==> src/rtl/olst_pkg.sv <==
// ----------------------------------------------------------------------------
// Ordered list store package
// Word formats, operation codes, status codes and cell commands shared by the
// ordered list store controller, its cells and the top level.
// ----------------------------------------------------------------------------
package olst_pkg;

    localparam int CAPACITY   = 64;
    localparam int ITEM_BITS  = 6;
    localparam int KIND_BITS  = 4;
    localparam int POS_BITS   = 7;
    localparam int STAT_BITS  = 2;
    localparam int COUNT_BITS = 7;

    // Index and count fields of the cell command cover the largest list.
    localparam int IDX_BITS = 10;
    localparam int CNT_BITS = 11;

    localparam logic [KIND_BITS-1:0] KIND_INS_HEAD = 4'd0;
    localparam logic [KIND_BITS-1:0] KIND_INS_TAIL = 4'd1;
    localparam logic [KIND_BITS-1:0] KIND_INS_IDX  = 4'd2;
    localparam logic [KIND_BITS-1:0] KIND_REPLACE  = 4'd3;
    localparam logic [KIND_BITS-1:0] KIND_READ     = 4'd4;
    localparam logic [KIND_BITS-1:0] KIND_FIND     = 4'd5;
    localparam logic [KIND_BITS-1:0] KIND_RM_VALUE = 4'd6;
    localparam logic [KIND_BITS-1:0] KIND_RM_HEAD  = 4'd7;
    localparam logic [KIND_BITS-1:0] KIND_RM_TAIL  = 4'd8;
    localparam logic [KIND_BITS-1:0] KIND_RM_IDX   = 4'd9;

    localparam logic [STAT_BITS-1:0] ST_OK    = 2'd0;
    localparam logic [STAT_BITS-1:0] ST_FULL  = 2'd1;
    localparam logic [STAT_BITS-1:0] ST_RANGE = 2'd2;
    localparam logic [STAT_BITS-1:0] ST_EMPTY = 2'd3;

    localparam int CELL_OP_BITS = 3;
    localparam logic [CELL_OP_BITS-1:0] CELL_HOLD       = 3'd0;
    localparam logic [CELL_OP_BITS-1:0] CELL_INSERT     = 3'd1;
    localparam logic [CELL_OP_BITS-1:0] CELL_REPLACE    = 3'd2;
    localparam logic [CELL_OP_BITS-1:0] CELL_REMOVE     = 3'd3;
    localparam logic [CELL_OP_BITS-1:0] CELL_SHIFT_HIT  = 3'd4;
    localparam logic [CELL_OP_BITS-1:0] CELL_SCAN_START = 3'd5;
    localparam logic [CELL_OP_BITS-1:0] CELL_SCAN_STEP  = 3'd6;

    typedef struct packed {
        logic [KIND_BITS-1:0] kind;
        logic [ITEM_BITS-1:0] item;
        logic [POS_BITS-1:0]  position;
    } in_word_t;

    typedef struct packed {
        logic [STAT_BITS-1:0]  status;
        logic [ITEM_BITS-1:0]  item_out;
        logic                  found;
        logic [COUNT_BITS-1:0] count;
    } out_word_t;

    typedef struct packed {
        logic [CELL_OP_BITS-1:0] op;
        logic [IDX_BITS-1:0]     at;
        logic [ITEM_BITS-1:0]    item;
        logic [CNT_BITS-1:0]     count;
    } cell_cmd_t;

endpackage

==> src/rtl/ordered_list_store_unit.sv <==
// ----------------------------------------------------------------------------
// Ordered list store unit
// An ordered list of item codes held in a row of cells, with inserts,
// replacements, reads, finds and removals that shift later entries.
//
//   channel   ports              word         direction
//   input     s_valid s_ready    s_data       operation word in
//   result    m_valid m_ready    m_data       result word out
//
// Insert, replace and a rejected operation go from idle straight to the
// finish state, where the result word is registered once the output register
// is free. Read, find and the removals first scan the row of cells one cell
// per cycle in the start and step states.
// One operation is in flight at a time; the next word is taken while the
// result waits in the output register.
// A stalled result word holds the cell row untouched until it is taken.
// Reset clears the count and the handshake state; entries are not cleared.
// ----------------------------------------------------------------------------
module ordered_list_store_unit #(
    parameter int CAPACITY = olst_pkg::CAPACITY
) (
    input  logic                aclk,
    input  logic                aresetn,
    input  logic                s_valid,
    output logic                s_ready,
    input  olst_pkg::in_word_t  s_data,
    output logic                m_valid,
    input  logic                m_ready,
    output olst_pkg::out_word_t m_data
);
    import olst_pkg::*;

    cell_cmd_t            cmd;
    logic [ITEM_BITS-1:0] data_w [CAPACITY];
    logic                 seen_w [CAPACITY];
    logic                 any_w  [CAPACITY];
    logic [ITEM_BITS-1:0] col_w  [CAPACITY];

    olst_ctrl #(
        .CAPACITY (CAPACITY)
    ) u_ctrl (
        .aclk    (aclk),
        .aresetn (aresetn),
        .s_valid (s_valid),
        .s_ready (s_ready),
        .s_data  (s_data),
        .m_valid (m_valid),
        .m_ready (m_ready),
        .m_data  (m_data),
        .cmd_o   (cmd),
        .any_i   (any_w[0]),
        .col_i   (col_w[0])
    );

    for (genvar i = 0; i < CAPACITY; i++) begin : g_cell
        logic [ITEM_BITS-1:0] lo, hi, col_in;
        logic                 seen_in, any_in;

        if (i == 0) begin : g_first
            assign lo      = '0;
            assign seen_in = 1'b0;
        end else begin : g_inner_lo
            assign lo      = data_w[i-1];
            assign seen_in = seen_w[i-1];
        end

        if (i == CAPACITY - 1) begin : g_last
            assign hi     = data_w[i];
            assign any_in = 1'b0;
            assign col_in = '0;
        end else begin : g_inner_hi
            assign hi     = data_w[i+1];
            assign any_in = any_w[i+1];
            assign col_in = col_w[i+1];
        end

        olst_cell #(
            .INDEX (i)
        ) u_cell (
            .aclk      (aclk),
            .cmd_i     (cmd),
            .data_lo_i (lo),
            .data_hi_i (hi),
            .seen_i    (seen_in),
            .any_i     (any_in),
            .col_i     (col_in),
            .data_o    (data_w[i]),
            .seen_o    (seen_w[i]),
            .any_o     (any_w[i]),
            .col_o     (col_w[i])
        );
    end

endmodule

==> src/rtl/olst_cell.sv <==
// ----------------------------------------------------------------------------
// Ordered list store cell
// Holds one list entry, shifts it to or from its neighbors, and carries the
// scan chains that find the first match and bring a selected entry to cell 0.
// ----------------------------------------------------------------------------
module olst_cell #(
    parameter int INDEX = 0
) (
    input  logic                           aclk,
    input  olst_pkg::cell_cmd_t            cmd_i,
    input  logic [olst_pkg::ITEM_BITS-1:0] data_lo_i,
    input  logic [olst_pkg::ITEM_BITS-1:0] data_hi_i,
    input  logic                           seen_i,
    input  logic                           any_i,
    input  logic [olst_pkg::ITEM_BITS-1:0] col_i,
    output logic [olst_pkg::ITEM_BITS-1:0] data_o,
    output logic                           seen_o,
    output logic                           any_o,
    output logic [olst_pkg::ITEM_BITS-1:0] col_o
);
    import olst_pkg::*;

    localparam logic [IDX_BITS-1:0] MY_IDX = IDX_BITS'(INDEX);
    localparam logic [CNT_BITS-1:0] MY_POS = CNT_BITS'(INDEX);

    logic [ITEM_BITS-1:0] data_reg;
    logic                 hit_reg;
    logic                 seen_reg;
    logic                 any_reg;
    logic [ITEM_BITS-1:0] col_reg;
    logic                 hit_now;

    assign hit_now = (MY_POS < cmd_i.count) && (data_reg == cmd_i.item);

    always_ff @(posedge aclk) begin
        case (cmd_i.op)
            CELL_INSERT: begin
                if (MY_IDX > cmd_i.at) begin
                    data_reg <= data_lo_i;
                end else if (MY_IDX == cmd_i.at) begin
                    data_reg <= cmd_i.item;
                end
            end
            CELL_REPLACE: begin
                if (MY_IDX == cmd_i.at) begin
                    data_reg <= cmd_i.item;
                end
            end
            CELL_REMOVE: begin
                if (MY_IDX >= cmd_i.at) begin
                    data_reg <= data_hi_i;
                end
            end
            CELL_SHIFT_HIT: begin
                if (seen_reg || hit_reg) begin
                    data_reg <= data_hi_i;
                end
            end
            CELL_SCAN_START: begin
                hit_reg  <= hit_now;
                any_reg  <= hit_now;
                seen_reg <= 1'b0;
                col_reg  <= (MY_IDX == cmd_i.at) ? data_reg : '0;
            end
            CELL_SCAN_STEP: begin
                seen_reg <= seen_i;
                any_reg  <= any_reg | any_i;
                col_reg  <= col_reg | col_i;
            end
            default: begin
            end
        endcase
    end

    assign data_o = data_reg;
    assign seen_o = seen_reg | hit_reg;
    assign any_o  = any_reg;
    assign col_o  = col_reg;

endmodule

==> src/rtl/olst_ctrl.sv <==
// ----------------------------------------------------------------------------
// Ordered list store controller
// Checks each operation against the count, sequences the scan and the update
// of the cell row, and holds the result word until it is taken.
// ----------------------------------------------------------------------------
module olst_ctrl #(
    parameter int CAPACITY = olst_pkg::CAPACITY
) (
    input  logic                           aclk,
    input  logic                           aresetn,
    input  logic                           s_valid,
    output logic                           s_ready,
    input  olst_pkg::in_word_t             s_data,
    output logic                           m_valid,
    input  logic                           m_ready,
    output olst_pkg::out_word_t            m_data,
    output olst_pkg::cell_cmd_t            cmd_o,
    input  logic                           any_i,
    input  logic [olst_pkg::ITEM_BITS-1:0] col_i
);
    import olst_pkg::*;

    localparam int CNT_W = $clog2(CAPACITY + 1);
    localparam logic [CNT_BITS-1:0] CAP_X = CNT_BITS'(CAPACITY);

    localparam logic [1:0] S_IDLE   = 2'd0;
    localparam logic [1:0] S_START  = 2'd1;
    localparam logic [1:0] S_STEP   = 2'd2;
    localparam logic [1:0] S_FINISH = 2'd3;

    logic [1:0]              state_reg, state_next;
    logic [CNT_W-1:0]        count_reg, count_next;
    logic [CNT_W-1:0]        steps_reg;
    logic [CELL_OP_BITS-1:0] act_reg;
    logic [IDX_BITS-1:0]     at_reg;
    logic [ITEM_BITS-1:0]    item_reg;
    logic [STAT_BITS-1:0]    status_reg;
    logic                    rd_reg, fd_reg, rv_reg, inc_reg, dec_reg;
    logic                    m_valid_reg;
    out_word_t               m_data_reg;

    logic                    accept, out_free, load_out;
    logic [CNT_BITS-1:0]     pos_x, cnt_x, cnt_m1, cnt_new_x;
    logic [STAT_BITS-1:0]    d_status;
    logic [CELL_OP_BITS-1:0] d_act;
    logic [IDX_BITS-1:0]     d_at;
    logic                    d_scan, d_rd, d_fd, d_rv, d_inc, d_dec;
    logic                    rv_hit;
    out_word_t               res;

    assign accept   = s_valid && s_ready;
    assign out_free = !m_valid_reg || m_ready;
    assign load_out = (state_reg == S_FINISH) && out_free;
    assign s_ready  = (state_reg == S_IDLE);

    assign pos_x  = CNT_BITS'(s_data.position);
    assign cnt_x  = CNT_BITS'(count_reg);
    assign cnt_m1 = cnt_x - CNT_BITS'(1);

    always_comb begin
        d_status = ST_OK;
        d_act    = CELL_HOLD;
        d_at     = pos_x[IDX_BITS-1:0];
        d_scan   = 1'b0;
        d_rd     = 1'b0;
        d_fd     = 1'b0;
        d_rv     = 1'b0;
        d_inc    = 1'b0;
        d_dec    = 1'b0;
        case (s_data.kind)
            KIND_INS_HEAD, KIND_INS_TAIL, KIND_INS_IDX: begin
                if (cnt_x >= CAP_X) begin
                    d_status = ST_FULL;
                end else if (s_data.kind == KIND_INS_IDX && pos_x > cnt_x) begin
                    d_status = ST_RANGE;
                end else begin
                    d_act = CELL_INSERT;
                    d_inc = 1'b1;
                    if (s_data.kind == KIND_INS_HEAD) begin
                        d_at = '0;
                    end else if (s_data.kind == KIND_INS_TAIL) begin
                        d_at = cnt_x[IDX_BITS-1:0];
                    end
                end
            end
            KIND_REPLACE: begin
                if (pos_x >= cnt_x) begin
                    d_status = ST_RANGE;
                end else begin
                    d_act = CELL_REPLACE;
                end
            end
            KIND_READ: begin
                if (pos_x >= cnt_x) begin
                    d_status = ST_RANGE;
                end else begin
                    d_scan = 1'b1;
                    d_rd   = 1'b1;
                end
            end
            KIND_FIND: begin
                d_scan = 1'b1;
                d_fd   = 1'b1;
            end
            KIND_RM_VALUE: begin
                d_scan = 1'b1;
                d_fd   = 1'b1;
                d_rv   = 1'b1;
                d_act  = CELL_SHIFT_HIT;
            end
            KIND_RM_HEAD, KIND_RM_TAIL, KIND_RM_IDX: begin
                if (cnt_x == '0) begin
                    d_status = ST_EMPTY;
                end else if (s_data.kind == KIND_RM_IDX && pos_x >= cnt_x) begin
                    d_status = ST_RANGE;
                end else begin
                    d_scan = 1'b1;
                    d_rd   = 1'b1;
                    d_act  = CELL_REMOVE;
                    d_dec  = 1'b1;
                    if (s_data.kind == KIND_RM_HEAD) begin
                        d_at = '0;
                    end else if (s_data.kind == KIND_RM_TAIL) begin
                        d_at = cnt_m1[IDX_BITS-1:0];
                    end
                end
            end
            default: begin
            end
        endcase
    end

    assign rv_hit     = rv_reg && any_i;
    assign count_next = load_out
        ? count_reg + CNT_W'(inc_reg) - CNT_W'(dec_reg) - CNT_W'(rv_hit)
        : count_reg;
    assign cnt_new_x  = CNT_BITS'(count_next);

    always_comb begin
        res.status   = status_reg;
        res.item_out = rd_reg ? col_i : (rv_hit ? item_reg : '0);
        res.found    = fd_reg && any_i;
        res.count    = cnt_new_x[COUNT_BITS-1:0];
    end

    always_comb begin
        state_next = state_reg;
        case (state_reg)
            S_IDLE: begin
                if (accept) begin
                    state_next = d_scan ? S_START : S_FINISH;
                end
            end
            S_START: begin
                state_next = (count_reg <= CNT_W'(1)) ? S_FINISH : S_STEP;
            end
            S_STEP: begin
                if (steps_reg <= CNT_W'(1)) begin
                    state_next = S_FINISH;
                end
            end
            S_FINISH: begin
                if (out_free) begin
                    state_next = S_IDLE;
                end
            end
            default: begin
                state_next = S_IDLE;
            end
        endcase
    end

    always_comb begin
        cmd_o.op    = CELL_HOLD;
        cmd_o.at    = at_reg;
        cmd_o.item  = item_reg;
        cmd_o.count = cnt_x;
        case (state_reg)
            S_START:  cmd_o.op = CELL_SCAN_START;
            S_STEP:   cmd_o.op = CELL_SCAN_STEP;
            S_FINISH: cmd_o.op = out_free ? act_reg : CELL_HOLD;
            default:  cmd_o.op = CELL_HOLD;
        endcase
    end

    always_ff @(posedge aclk) begin
        if (!aresetn) begin
            state_reg   <= S_IDLE;
            count_reg   <= '0;
            m_valid_reg <= 1'b0;
        end else begin
            state_reg <= state_next;
            count_reg <= count_next;
            if (load_out) begin
                m_valid_reg <= 1'b1;
            end else if (m_ready) begin
                m_valid_reg <= 1'b0;
            end
        end
    end

    always_ff @(posedge aclk) begin
        if (accept) begin
            status_reg <= d_status;
            act_reg    <= d_act;
            at_reg     <= d_at;
            item_reg   <= s_data.item;
            rd_reg     <= d_rd;
            fd_reg     <= d_fd;
            rv_reg     <= d_rv;
            inc_reg    <= d_inc;
            dec_reg    <= d_dec;
        end
        if (state_reg == S_START) begin
            steps_reg <= count_reg - CNT_W'(1);
        end else if (state_reg == S_STEP) begin
            steps_reg <= steps_reg - CNT_W'(1);
        end
        if (load_out) begin
            m_data_reg <= res;
        end
    end

    assign m_valid = m_valid_reg;
    assign m_data  = m_data_reg;

    a_count_bound: assert property (@(posedge aclk) disable iff (!aresetn)
        count_reg <= CNT_W'(CAPACITY))
        else $error("list count above capacity");

    a_hold_on_stall: assert property (@(posedge aclk) disable iff (!aresetn)
        (state_reg == S_FINISH && !out_free) |-> cmd_o.op == CELL_HOLD)
        else $error("cell row updated while the result word is blocked");

    a_count_only_on_result: assert property (@(posedge aclk) disable iff (!aresetn)
        !load_out |=> $stable(count_reg))
        else $error("count changed without a result word");

    a_scan_only_ok: assert property (@(posedge aclk) disable iff (!aresetn)
        (state_reg == S_START) |-> status_reg == ST_OK)
        else $error("scan started for a rejected operation");

endmodule

==> config.mk <==
export PLATFORM = sky130hd
export DESIGN_NAME = ordered_list_store_unit
export DESIGN_NICKNAME = d
export VERILOG_FILES = /design/src/rtl/olst_pkg.sv /design/src/rtl/ordered_list_store_unit.sv /design/src/rtl/olst_cell.sv /design/src/rtl/olst_ctrl.sv
export SDC_FILE = /design/constraint.sdc
export NUM_CORES = 2
export LEC_CHECK = 0
export BUFFER_PORTS_ARGS = -buffer_cell sky130_fd_sc_hd__buf_4
export CAP_MARGIN = 20
export CORE_ASPECT_RATIO = 1.1
export CORE_MARGIN = 2
export CORE_UTILIZATION = 42
export CTS_BUF_LIST = sky130_fd_sc_hd__clkbuf_4
export CTS_CLUSTER_DIAMETER = 100
export DETAILED_ROUTE_END_ITERATION = 10
export PLACE_DENSITY = 0.67
export SETUP_SLACK_MARGIN = 0.15
export SLEW_MARGIN = 20
export SYNTH_ARGS = -nofsm -noshare
export SYNTH_HDL_FRONTEND = slang
export SYNTH_HIERARCHICAL = 1
export SYNTH_SLANG_ARGS = --single-unit
==> constraint.sdc <==
create_clock -name aclk -period 30.5 [get_ports aclk]
set_clock_uncertainty 0.15 [all_clocks]
set_input_delay 7.625 -clock aclk [delete_from_list [all_inputs] [get_ports aclk]]
set_output_delay 7.625 -clock aclk [all_outputs]
set_load 0.1 [all_outputs]
# Word level (Yosys, flattened, before mapping)
# Index checks and enable logic that the tools add are counted.
# totals
output_inout_bits,18
latch_bits,0
rom_bits,0
in_bits,21
memories,0
mem_bits_rw,0
elab_cells,1823
register_bits,1016
# op_classes
n_bitwise,188
addsub,6
n_mux,613
n_lt_le_gt_ge,196
multipliers,0
shifts,0
eq_ne,274
n_div,0
reduce_logical,212
# ops
cell,count
6-bit 2-to-1 mux,319
6-bit one-hot mux with 4 select lines,63
6-bit one-hot mux with 2 select lines,64
6-bit equality test,64
6-bit OR,63
"6-bit by 10-bit equality test with 1-bit output, first input constant",32
"6-bit by 10-bit > comparator with 1-bit output, first input constant",32
"6-bit by 10-bit >= comparator with 1-bit output, first input constant",31
"2-bit by 1-bit != test with 1-bit output, second input constant",128
1-bit one-hot mux with 2 select lines,126
"6-bit by 7-bit less-than comparator with 1-bit output, first input constant",32
3-bit AND reduction,64
"5-bit by 10-bit equality test with 1-bit output, first input constant",16
"5-bit by 10-bit >= comparator with 1-bit output, first input constant",16
"5-bit by 10-bit > comparator with 1-bit output, first input constant",16
1-bit OR,124
"5-bit by 7-bit less-than comparator with 1-bit output, first input constant",16
"4-bit by 10-bit equality test with 1-bit output, first input constant",8
"4-bit by 10-bit >= comparator with 1-bit output, first input constant",8
"4-bit by 10-bit > comparator with 1-bit output, first input constant",8
1-bit logical AND,70
10-bit 2-to-1 mux,7
1-bit logical OR,63
"4-bit by 7-bit less-than comparator with 1-bit output, first input constant",8
other kinds (50),111

# Longest topological paths before layout
# logic_depth
ltp_word,8
mapped_depth,15
ltp_nobuf,14

# Least setup slack after synthesis
# No wires, ideal clock.
# synth_path
path_kind,input port to flip-flop
startpoint,in m_ready
endpoint,reg g_cell[16].u_cell.data_reg[0] (enable)
setup_time_ns,1.012
path_slack_ns,6.288
required_ns,29.338
path_stages,7
arrival_ns,23.050
path_buffers,1
path_cell_list,nor2b_1 nand2b_1 inv_1 buf_2 a21oi_1 a21oi_1 o21ai_0
# synth_lines
element,line_no,source
start: declaration,ordered_list_store_unit.sv:28,"input logic m_ready,"
end signal: assignment,olst_cell.sv:39,data_reg <= data_lo_i;
end signal: assignment,olst_cell.sv:41,data_reg <= cmd_i.item;
end signal: assignment,olst_cell.sv:46,data_reg <= cmd_i.item;
end: declaration,olst_cell.sv:26,logic [ITEM_BITS-1:0] data_reg;

==> impl_results.md <==
* Synthesized area at around 68000 um2
* First-pass GRT wire length at 327000 um
* Detailed Place HPWL at around 130000 um
* CTS root buffer: clkbuf_4
* Resized cells post-CTS at 0
* Die width at around 390 um
* Final Instance Area at 73400 um2
* Final wirelength at 212000 um
* Ratio of cells with drive above 1 in the final layout at between 10 and 15%
* Maximum VDD drop at 0.109 mV
* Initial antenna violation count at 1
* Antenna-violating nets left at 0
* P&R area growth vs syn at 8.47%
* Crit path kind: input port to register
* Arr. time, crit path at around 13 ns
* CTS tree: done
* Syn Inst Count at 6729
* Mean Syn Cell Area at 10.1 um2
* Max cap viols at 0
* Initial DRC Count at between 6000 and 7000
* DR pass1 iterations at 6
* Post-DR vias/cell at around 6.2
* DIE HEIGHT at between 400 and 500 um
* Initial Utilization at a little over two fifths
* Critical Path Fanout Max at 84
* Startpoint Class: input port
* Core area at roughly 160000 um2
* CTS Sinks at 1017
* Min Hold Slack at approximately 0.28 ns
* DP Area at around 70000 um2
* Cell Pwr Density at around 110 nW/um2
* Yosys Warn Count at 6
* Cts hold-fix bufs at 0
* Least-Margin Pin Slew at around 1.2 ns
* Worst slew margin at between 10% and 20%
* Final Hold Viols at 0
* Worst setup startpoint: m_ready
* Clk buf depth at 4
* RD Place Congestion at about 0.9
* GRT Overall Usage at 24.9%
* NumNets Final at 7003
* Routed len/inst at around 23 um
* Lkg Pwr at 26.3 nW
* Worst Hold Class: register to register
* Endpoints failing setup at 0
* DR vias at approximately 57000
* Maximum clock frequency at approximately 85 MHz
* DR DRC count at 0
* I/O pin count at 39
* Outcome: finished clean
* RSZ-0062 raised after global routing: false
* Final Cycle Share at roughly 39%
* CTS Buf Count at 303
* Critical path endpoint category: register
* Std-Cell Rows at 154
* Total gr overflow at 0
* Total design power at ~8.4 mW
* Minimum clock period at roughly 12 ns
* Clock Latency Late Sink at between 1 and 1.5 ns
* I/O Buffers at 38
* Setup TNS at 0 ns
* FF-to-FF Start: u_ctrl/state_reg[1]
* Hold wc startpoint: u_ctrl/status_reg[1]
* Vias in the first global route at around 57000
* Req. time, crit path at between 30 and 40 ns
* Clock H-tree levels at 5
* Die Footprint at approximately 160000 um2
* Max-slew violations at 0
* Pin count of the biggest net entering global routing at about 190
* Post-Layout Cell Count at 9247
* Setup Buffers After CTS at 0
* Clock transition at path regs at around 0.060 ns
* Placed Cells at between 8000 and 9000
==> cell type report <==
| type | count | area, um2 |
|---|---|---|
| Multi-Input combinational cell | 5063 | 34200 |
| Fill cell | 15000 | 86800 |
| Clock buffer | 415 | 3120 |
| Tap cell | 2106 | 2640 |
| Timing Repair Buffer | 111 | 931 |
| Inverter | 455 | 1710 |
| Clock inverter | 78 | 355 |
| Antenna cell | 2 | 5.00 |
| Sequential cell | 1017 | 30500 |
==> metrics by stage <==
stage | util [%] | setup WS (ns)
after CTS | 45.8 | 18.94
after detailed placement | 43.6 | 17.55
after floorplan | - | 6.29
final | 45.8 | 18.67
after global placement | 43.6 | 17.64
after global routing | 45.8 | 18.36
==> worst max-delay path: stages <==
cell and delay, ns:
buf_4 0.08, nor2b_1 0.06, nand2b_1 0.23, inv_1 0.71, a21oi_1 0.24, a21oi_4 0.18
buf_4 0.36, buf_4 0.77, buf_4 0.85, nor2b_1 0.53, nand2_1 0.40, nand2b_1 0.46
==> power breakdown <==
part / internal [mW] / switching (mW) / leakage, nW
Combinational: 1.31 / 2.46 / 14.5
Clock: 0.640 / 0.612 / 2.10
Sequential: 2.59 / 0.782 / 9.66
Total: 4.54 / 3.86 / 26.3
==> layer usage <==
metal	global-route usage [%]	share of wire, %
met1	31.8	40
met2	41.1	47
met3	4.57	8.8
met4	11.3	3.7
met5	0	0
==> final timing paths <==
check	slack, ns	endpoint	cells after the start
min	0.28	u_ctrl/m_data[15]	0
min reg2reg	0.28	u_ctrl/m_data[15]	0
max reg2reg	24.41	g_cell[48].u_cell/col_o[1]	11
max	18.67	g_cell[48].u_cell/col_o[1]	12
==> placed cells by master (no fill, tap or decap), drive strengths merged, types with 186 or more instances in the layout <==
| cell type | count |
|---|---|
| nor2 | 743 |
| xor2 | 186 |
| nand3 | 470 |
| edfxtp | 1007 |
| xnor2 | 212 |
| mux2i | 357 |
| o221ai | 303 |
| nand2 | 516 |
| o21ai | 547 |
| inv | 463 |
| clkbuf | 416 |
(Power assumes the default switching activity.)
